## config.mk

```make
export PLATFORM = sky130hd
export DESIGN_NAME = date_to_epoch_day_and_weekday
export DESIGN_NICKNAME = d
export VERILOG_FILES = /design/src/rtl/core/dte_pkg.sv /design/src/rtl/core/date_to_epoch_day_and_weekday.sv
export SDC_FILE = /design/constraint.sdc
export NUM_CORES = 1
export LEC_CHECK = 0
export BUFFER_PORTS_ARGS = -buffer_cell sky130_fd_sc_hd__buf_2
export CORE_ASPECT_RATIO = 0.7
export CORE_MARGIN = 8
export CORE_UTILIZATION = 57
export DETAILED_ROUTE_END_ITERATION = 6
export PLACE_DENSITY = 0.88
export SLEW_MARGIN = 20
export SYNTH_ARGS = -nofsm -noshare
export SYNTH_HDL_FRONTEND = slang
export SYNTH_SLANG_ARGS = --single-unit
```

## constraint.sdc

```tcl
create_clock -name i_clk -period 5.4 [get_ports i_clk]
set_input_delay 0.54 -clock i_clk [delete_from_list [all_inputs] [get_ports i_clk]]
set_output_delay 0.54 -clock i_clk [all_outputs]
set_load 0.02 [all_outputs]
```

## src/rtl/core/dte_pkg.sv

```systemverilog
// types, constants and lookup functions for the date to epoch day converter
package dte_pkg;

    localparam int unsigned YearW  = 12;
    localparam int unsigned MonthW = 4;
    localparam int unsigned DayW   = 5;
    localparam int unsigned DaysW  = 19;
    localparam int unsigned WdayW  = 3;
    localparam int unsigned DoyW   = 9;
    localparam int unsigned YoeW   = 9;
    localparam int unsigned DoeW   = 18;
    localparam int unsigned BaseW  = 20;

    localparam logic [YearW-1:0] YearMin = 12'd1600;
    localparam logic [YearW-1:0] YearMax = 12'd2500;

    localparam logic [MonthW-1:0] MonJan = 4'd1;
    localparam logic [MonthW-1:0] MonFeb = 4'd2;
    localparam logic [MonthW-1:0] MonMar = 4'd3;
    localparam logic [MonthW-1:0] MonApr = 4'd4;
    localparam logic [MonthW-1:0] MonMay = 4'd5;
    localparam logic [MonthW-1:0] MonJun = 4'd6;
    localparam logic [MonthW-1:0] MonJul = 4'd7;
    localparam logic [MonthW-1:0] MonAug = 4'd8;
    localparam logic [MonthW-1:0] MonSep = 4'd9;
    localparam logic [MonthW-1:0] MonOct = 4'd10;
    localparam logic [MonthW-1:0] MonNov = 4'd11;
    localparam logic [MonthW-1:0] MonDec = 4'd12;

    // era codes: 400-year era index 3 to 6
    typedef logic [1:0] t_era;
    localparam t_era Era3 = 2'd0;
    localparam t_era Era4 = 2'd1;
    localparam t_era Era5 = 2'd2;
    localparam t_era Era6 = 2'd3;

    // keeps the day count positive for the mod 7 reduction, multiple of 7
    localparam logic [BaseW-1:0] WdayBias = 20'd140000;

    // days from march 1 to the first of the month
    function automatic logic [DoyW-1:0] month_offset(input logic [MonthW-1:0] m);
        logic [DoyW-1:0] r;
        case (m)
            MonMar:  r = 9'd0;
            MonApr:  r = 9'd31;
            MonMay:  r = 9'd61;
            MonJun:  r = 9'd92;
            MonJul:  r = 9'd122;
            MonAug:  r = 9'd153;
            MonSep:  r = 9'd184;
            MonOct:  r = 9'd214;
            MonNov:  r = 9'd245;
            MonDec:  r = 9'd275;
            MonJan:  r = 9'd306;
            MonFeb:  r = 9'd337;
            default: r = 9'd0;
        endcase
        return r;
    endfunction

    // first year of the era
    function automatic logic [YearW-1:0] era_start(input t_era e);
        logic [YearW-1:0] r;
        case (e)
            Era3:    r = 12'd1200;
            Era4:    r = 12'd1600;
            Era5:    r = 12'd2000;
            Era6:    r = 12'd2400;
            default: r = 12'd0;
        endcase
        return r;
    endfunction

    // era * 146097 - 719468
    function automatic logic signed [BaseW-1:0] era_base(input t_era e);
        logic signed [BaseW-1:0] r;
        case (e)
            Era3:    r = -20'sd281177;
            Era4:    r = -20'sd135080;
            Era5:    r = 20'sd11017;
            Era6:    r = 20'sd157114;
            default: r = '0;
        endcase
        return r;
    endfunction

endpackage

```

## src/rtl/core/date_to_epoch_day_and_weekday.sv

```systemverilog
// gregorian date to signed day count from 1970-01-01 and weekday, four-stage pipeline
//
//  channel  | valid    | stall    | fields
//  ---------+----------+----------+----------------------------------------
//  date in  | i_valid  | o_stall  | i_year, i_month, i_day
//  result   | o_valid  | i_stall  | o_valid_res, o_epoch_days, o_weekday
//
//  one date per cycle while i_stall is low, the result is registered in each stage
//  stages: date checks and era split, day of era, day count, weekday by octal digit sum
//  each stage holds its beat only while the next one is full and stalled
//  o_stall follows i_stall combinationally through the stage valid chain
//  reset clears the stage valid bits only
module date_to_epoch_day_and_weekday (
    input  logic                          i_clk,
    input  logic                          i_rst_n,
    input  logic                          i_valid,
    output logic                          o_stall,
    input  logic [dte_pkg::YearW-1:0]     i_year,
    input  logic [dte_pkg::MonthW-1:0]    i_month,
    input  logic [dte_pkg::DayW-1:0]      i_day,
    output logic                          o_valid,
    input  logic                          i_stall,
    output logic                          o_valid_res,
    output logic signed [dte_pkg::DaysW-1:0] o_epoch_days,
    output logic [dte_pkg::WdayW-1:0]     o_weekday
);
    import dte_pkg::*;

    logic rdy1, rdy2, rdy3, rdy4;

    logic                r_v1, r_v2, r_v3, r_v4;
    logic                r_ok1, r_ok2, r_ok3, r_ok4;
    t_era                r_era1, r_era2;
    logic [YoeW-1:0]     r_yoe1;
    logic [DoyW-1:0]     r_doy1;
    logic [DoeW-1:0]     r_doe2;
    logic signed [DaysW-1:0] r_days3, r_days4;
    logic [WdayW-1:0]    r_wd4;

    logic                n_ok1;
    t_era                n_era1;
    logic [YoeW-1:0]     n_yoe1;
    logic [DoyW-1:0]     n_doy1;
    logic [DoeW-1:0]     n_doe2;
    logic signed [DaysW-1:0] n_days3;
    logic [WdayW-1:0]    n_wd4;

    assign rdy4    = !r_v4 || !i_stall;
    assign rdy3    = !r_v3 || rdy4;
    assign rdy2    = !r_v2 || rdy3;
    assign rdy1    = !r_v1 || rdy2;
    assign o_stall = !rdy1;

    // stage 1: checks, shifted year, era and day of year
    logic             leap, yok, mok, dok;
    logic [DayW-1:0]  mlen;
    logic [YearW-1:0] yy;

    always_comb begin
        yok  = (i_year >= YearMin) && (i_year <= YearMax);
        mok  = i_month inside {[MonJan:MonDec]};
        leap = (i_year[1:0] == 2'b00) &&
               !(i_year inside {12'd1700, 12'd1800, 12'd1900, 12'd2100,
                                12'd2200, 12'd2300, 12'd2500});
        if (i_month inside {MonApr, MonJun, MonSep, MonNov}) begin
            mlen = 5'd30;
        end else if (i_month == MonFeb) begin
            mlen = leap ? 5'd29 : 5'd28;
        end else begin
            mlen = 5'd31;
        end
        dok   = (i_day != '0) && (i_day <= mlen);
        n_ok1 = yok && mok && dok;

        yy = (i_month <= MonFeb) ? i_year - 12'd1 : i_year;
        if (yy >= 12'd2400) begin
            n_era1 = Era6;
        end else if (yy >= 12'd2000) begin
            n_era1 = Era5;
        end else if (yy >= 12'd1600) begin
            n_era1 = Era4;
        end else begin
            n_era1 = Era3;
        end
        n_yoe1 = YoeW'(yy - era_start(n_era1));
        n_doy1 = month_offset(i_month) + DoyW'(i_day) - 9'd1;
    end

    // stage 2: day of era
    logic [1:0] cent;

    always_comb begin
        if (r_yoe1 >= 9'd300) begin
            cent = 2'd3;
        end else if (r_yoe1 >= 9'd200) begin
            cent = 2'd2;
        end else if (r_yoe1 >= 9'd100) begin
            cent = 2'd1;
        end else begin
            cent = 2'd0;
        end
        n_doe2 = DoeW'(r_yoe1) * 18'd365 + DoeW'(r_yoe1 >> 2) - DoeW'(cent)
               + DoeW'(r_doy1);
    end

    // stage 3: signed day count
    logic signed [BaseW-1:0] days_w;

    always_comb begin
        days_w  = era_base(r_era2) + $signed({2'b00, r_doe2});
        n_days3 = r_ok2 ? days_w[DaysW-1:0] : '0;
    end

    // stage 4: weekday, 8 is 1 mod 7 so octal digits add up
    logic [BaseW-1:0] pos;
    logic [20:0]      pos21;
    logic [5:0]       dsum;
    logic [3:0]       dsum2;

    always_comb begin
        pos   = {r_days3[DaysW-1], r_days3} + WdayBias;
        pos21 = {2'b00, pos[DaysW-1:0]};
        dsum  = '0;
        for (int k = 0; k < 7; k++) begin
            dsum = dsum + 6'(pos21[3*k +: 3]);
        end
        dsum2 = 4'(dsum[2:0]) + 4'(dsum[5:3]);
        n_wd4 = (dsum2 >= 4'd7) ? WdayW'(dsum2 - 4'd7) : WdayW'(dsum2);
    end

    always_ff @(posedge i_clk) begin
        if (!i_rst_n) begin
            r_v1 <= 1'b0;
            r_v2 <= 1'b0;
            r_v3 <= 1'b0;
            r_v4 <= 1'b0;
        end else begin
            if (rdy1) begin
                r_v1 <= i_valid;
            end
            if (rdy2) begin
                r_v2 <= r_v1;
            end
            if (rdy3) begin
                r_v3 <= r_v2;
            end
            if (rdy4) begin
                r_v4 <= r_v3;
            end
        end
    end

    always_ff @(posedge i_clk) begin
        if (rdy1) begin
            r_ok1  <= n_ok1;
            r_era1 <= n_era1;
            r_yoe1 <= n_yoe1;
            r_doy1 <= n_doy1;
        end
        if (rdy2) begin
            r_ok2  <= r_ok1;
            r_era2 <= r_era1;
            r_doe2 <= n_doe2;
        end
        if (rdy3) begin
            r_ok3   <= r_ok2;
            r_days3 <= n_days3;
        end
        if (rdy4) begin
            r_ok4   <= r_ok3;
            r_days4 <= r_days3;
            r_wd4   <= n_wd4;
        end
    end

    assign o_valid      = r_v4;
    assign o_valid_res  = r_ok4;
    assign o_epoch_days = r_days4;
    assign o_weekday    = r_wd4;

endmodule

```

==> results.txt <==
----------------------------------------------------
[STA]
  Number of endpoints with negative hold slack in the final report ... 0
  Final Critical Period ... 5.75 ns
  Share of the clock period used by the worst path after layout ... 106%
  Highest achievable clock rate ... 0.174 GHz
  Remaining max-slew budget at the tightest pin ... about 28%
  Setup violators final ... 3
  Pins over their slew limit ... 0
  Unrepaired setup endpoints after global routing ... yes
  Slew at the pin closest to its max-slew limit ... 1.08 ns
  Setup TNS Final ... -0.683 ns
  Worst path setup slack after routing ... -0.345 ns
  Worst Skew ... 0.00937 ns

[Clocking]
  Worst-skew pair later-pin latency ... around 0.36 ns
  Clock tree from TritonCTS ... done
  Max Buffers Root-to-Sink ... 2
  Root buffer cell ... sky130_fd_sc_hd__clkbuf_16
  Number of hold buffers added after cts ... 0
  TritonCTS Sinks ... between 80 and 90
  Clock transition at the register clock pins on the worst setup and hold paths after CTS ... about 0.070 ns
  CTS HTree Levels ... 3
  Clock buffer count from CTS ... 9

[Route]
  Routed via count ... 6676
  Detail-routed via count per cell ... around 6
  Aggregate routed wire length ... ~22000 µm
  Initial DRT Pass Iterations ... 7
  Detailed router's first-iteration violation count ... 621
  Residual DRC count ... 0
  Wire length per cell after detailed routing ... approximately 20 µm
  Remaining number of nets flagged by the antenna check after routing ... 0

[GRT]
  Antenna violations before repair ... 0
  Fraction of met2 tracks used by global routing ... about 34%
  Wire length of the first global-routing pass ... 33400 µm
  Global routing usage on met1 ... 28.0%
  Maximum number of pins on one net before global-route repair ... 24
  Met3 usage ... 4.96%
  Via count of the first global-routing pass ... approximately 6600
  Highest-utilization routing layer at the global route stage ... met2
  Gr ovfl total ... 0
  Global-route usage over all layers ... 21.3%

[Critical path]
  R2r worst-path depth ... 22
  Flop-to-flop setup slack ... -0.35 ns
  Worst Path Max Fanout ... 3
  Path type of the worst setup path ... reg -> reg
  Worst Setup Start Kind ... flop
  Data required time of the worst path ... 5.51 ns
  Critical R2R Capture ... o_weekday[1]
  Setup crit end kind ... flop
  Data arrival time at the worst-slack endpoint ... 5.86 ns
  Critical R2R Launch ... r_days3[6]

[Layout]
  Fraction of layout instances using a drive strength above 1 ... 16.9%
  Number of nets in the final layout ... 1132
  Final Non-Filler Cells ... 1118
  Number of fillers in the final layout ... between 1000 and 1500
  Layout area overhead ... 13.6%
  Combined flip-flop and latch cell area ... 2630 µm²
  ANT cells ... 0
  Area taken by multi-input logic gates ... 5620 µm²

[Logic synthesis]
  Register area share after synthesis ... 30.2%
  Net count after synthesis ... 1051
  Cell area after synthesis ... 8710 µm²
  Number of synthesized flops with an enable pin ... 85
  Synth Register Bits ... 89
  Number of warnings reported in the yosys synthesis log ... 0
  Number of distinct standard cells referenced by the synthesized netlist ... 74
  Primary flip-flop cell chosen by synthesis mapping ... sky130_fd_sc_hd__edfxtp_1
  FFs w/ async S/R, synth ... 0%
  Mean post-synth cell area ... 10.4 µm²
  Post-synthesis instance total ... ~840

[Outcome]
  Outcome ... complete, but fails checks
  Violated checks ... setup timing

[Place]
  Cell total after placement ... around 1100
  Routability congestion estimate from global placement ... slightly above 0.9
  Port Buffer Count ... between 40 and 50
  Setup slack at placement ... -0.293 ns
  DPL Wire Length ... 15200 µm

[Min path]
  Path class of the lowest-slack min-delay path ... in -> reg
  Worst hold path startpoint ... i_valid
  Hold path endpoint ... r_v1
  Worst Hold Depth ... 2

[Die]
  Width of the die ... 164 µm
  Die extent in y ... 119 µm
  Starting Density ... between 50% and 60%
  Floorplan row count ... 37
  Number of placed I/O pins ... 50
  Total core area ... approximately 15000 µm²
  Die footprint ... 19500 µm²

[Flow run]
  Max-cap violation count ... 0

----------------------------------------------------
-- synth_stat cells (14+ instances only) --
library cell | instances | area [µm²]
sky130_fd_sc_hd__inv_1 | 154 | 578
sky130_fd_sc_hd__nand2_1 | 39 | 146
sky130_fd_sc_hd__xnor2_1 | 46 | 403
sky130_fd_sc_hd__xor2_1 | 17 | 149
sky130_fd_sc_hd__ha_1 | 122 | 1530
sky130_fd_sc_hd__a21oi_1 | 41 | 205
sky130_fd_sc_hd__nor2_1 | 46 | 173
sky130_fd_sc_hd__edfxtp_1 | 85 | 2550
sky130_fd_sc_hd__nand3_1 | 14 | 70.1
sky130_fd_sc_hd__nor2b_1 | 15 | 93.8
sky130_fd_sc_hd__o21ai_0 | 17 | 85.1
sky130_fd_sc_hd__fa_1 | 67 | 1340
-- cells by family after synthesis --
kind of cell	share of synthesized area, %
simple gates	10.5
compound gates	10.9
fa+ha+maj	32.9
flops	30.2
mux	1.62
buf+inv	7.39
xor+xnor	6.34
-- cell type report --
type,count,share of cell area (%)
inverters,155,5.88
well taps,195,2.47
flip-flops and latches,89,26.6
repair buffers,83,5.10
clock buffers,9,2.28
multi-input cells,580,56.9
clock inverters,7,0.797
-- registers in the layout, summed over array words and instances, names as in the netlist, 2 cells and up --
signal        count
o_epoch_days     19
o_weekday         3
r_days3          19
r_doe2           18
r_doy1            9
r_era1            2
r_era2            2
r_yoe1            9
-- routing by layer --
metal / share of wire, % / wire length, µm
met5: 0 / 0
met2: 46 / 10300
met1: 40 / 8930
met4: 4.3 / 946
met3: 9.2 / 2040
-- worst max path at each step --
| stage | start | endpoint | slack (ns) | cells past startpoint |
|---|---|---|---|---|
| after floorplan | r_days3[7] | o_weekday[1] | 0.004 | 22 |
| after global placement | r_days3[6] | o_weekday[1] | -0.14 | 23 |
| after detailed placement | r_days3[6] | o_weekday[1] | -0.29 | 22 |
| after CTS | r_days3[6] | o_weekday[1] | -0.08 | 20 |
| after global routing | r_days3[6] | o_weekday[1] | -0.43 | 22 |
| final | r_days3[6] | o_weekday[1] | -0.35 | 22 |
-- metrics by stage --
stage	hold WS, ns	util [%]	cell area, µm²
6_report	0.398	66.7	9890
5_1_grt	0.413	66.7	9890
4_1_cts	0.396	65.6	9710
3_5_place_dp	0.411	62.5	9260
3_3_place_gp	0.402	62.5	9260
2_1_floorplan	0.400	-	8720
-- cells in the final DEF, fill, tap and decap left out, types with 8 or more instances in the layout --
cell,Yosys,routed
sky130_fd_sc_hd__edfxtp_1,85,85
sky130_fd_sc_hd__nand2_1,39,39
sky130_fd_sc_hd__xor2_1,17,13
sky130_fd_sc_hd__nor2b_1,15,13
sky130_fd_sc_hd__nand4_1,8,8
sky130_fd_sc_hd__fa_1,67,63
sky130_fd_sc_hd__a21oi_1,41,37
sky130_fd_sc_hd__inv_2,0,8
sky130_fd_sc_hd__xnor2_1,46,44
sky130_fd_sc_hd__nand3_1,14,14
sky130_fd_sc_hd__buf_2,4,49
sky130_fd_sc_hd__ha_1,122,118
sky130_fd_sc_hd__nor2_1,46,46
sky130_fd_sc_hd__clkbuf_16,0,9
sky130_fd_sc_hd__o21ai_0,17,17
sky130_fd_sc_hd__buf_4,0,33
sky130_fd_sc_hd__nor3_1,13,12
sky130_fd_sc_hd__inv_1,154,146
sky130_fd_sc_hd__a21o_1,12,12
-- worst max-delay path, cell delays in order (launching register included) --
cell	delay, ns
sky130_fd_sc_hd__edfxtp_1	0.42
sky130_fd_sc_hd__inv_1	0.14
sky130_fd_sc_hd__ha_4	0.17
sky130_fd_sc_hd__nand2b_4	0.07
sky130_fd_sc_hd__a21oi_4	0.15
sky130_fd_sc_hd__nor2b_2	0.07
sky130_fd_sc_hd__and3_4	0.20
sky130_fd_sc_hd__o2111ai_4	0.26
sky130_fd_sc_hd__xor2_2	0.27
sky130_fd_sc_hd__fa_1	0.48
sky130_fd_sc_hd__fa_1	0.50
sky130_fd_sc_hd__fa_1	0.60
sky130_fd_sc_hd__ha_2	0.23
sky130_fd_sc_hd__inv_2	0.04
sky130_fd_sc_hd__fa_2	0.42
sky130_fd_sc_hd__inv_2	0.09
sky130_fd_sc_hd__ha_4	0.13
sky130_fd_sc_hd__inv_2	0.03
sky130_fd_sc_hd__fa_1	0.50
sky130_fd_sc_hd__inv_2	0.06
sky130_fd_sc_hd__ha_4	0.17
sky130_fd_sc_hd__a21oi_4	0.18
sky130_fd_sc_hd__mux2_4	0.32
-- timing repair --
action	CTS	global route
pin swaps	13	9
endpoints found under the hold margin	0	0
endpoints found under the setup margin	3	7
resized for setup	21	20
setup buffers	8	11
Power is left out: the tool's default activity adds up to more than one toggle a clock period on the data nets, which glitch-free logic cannot reach.
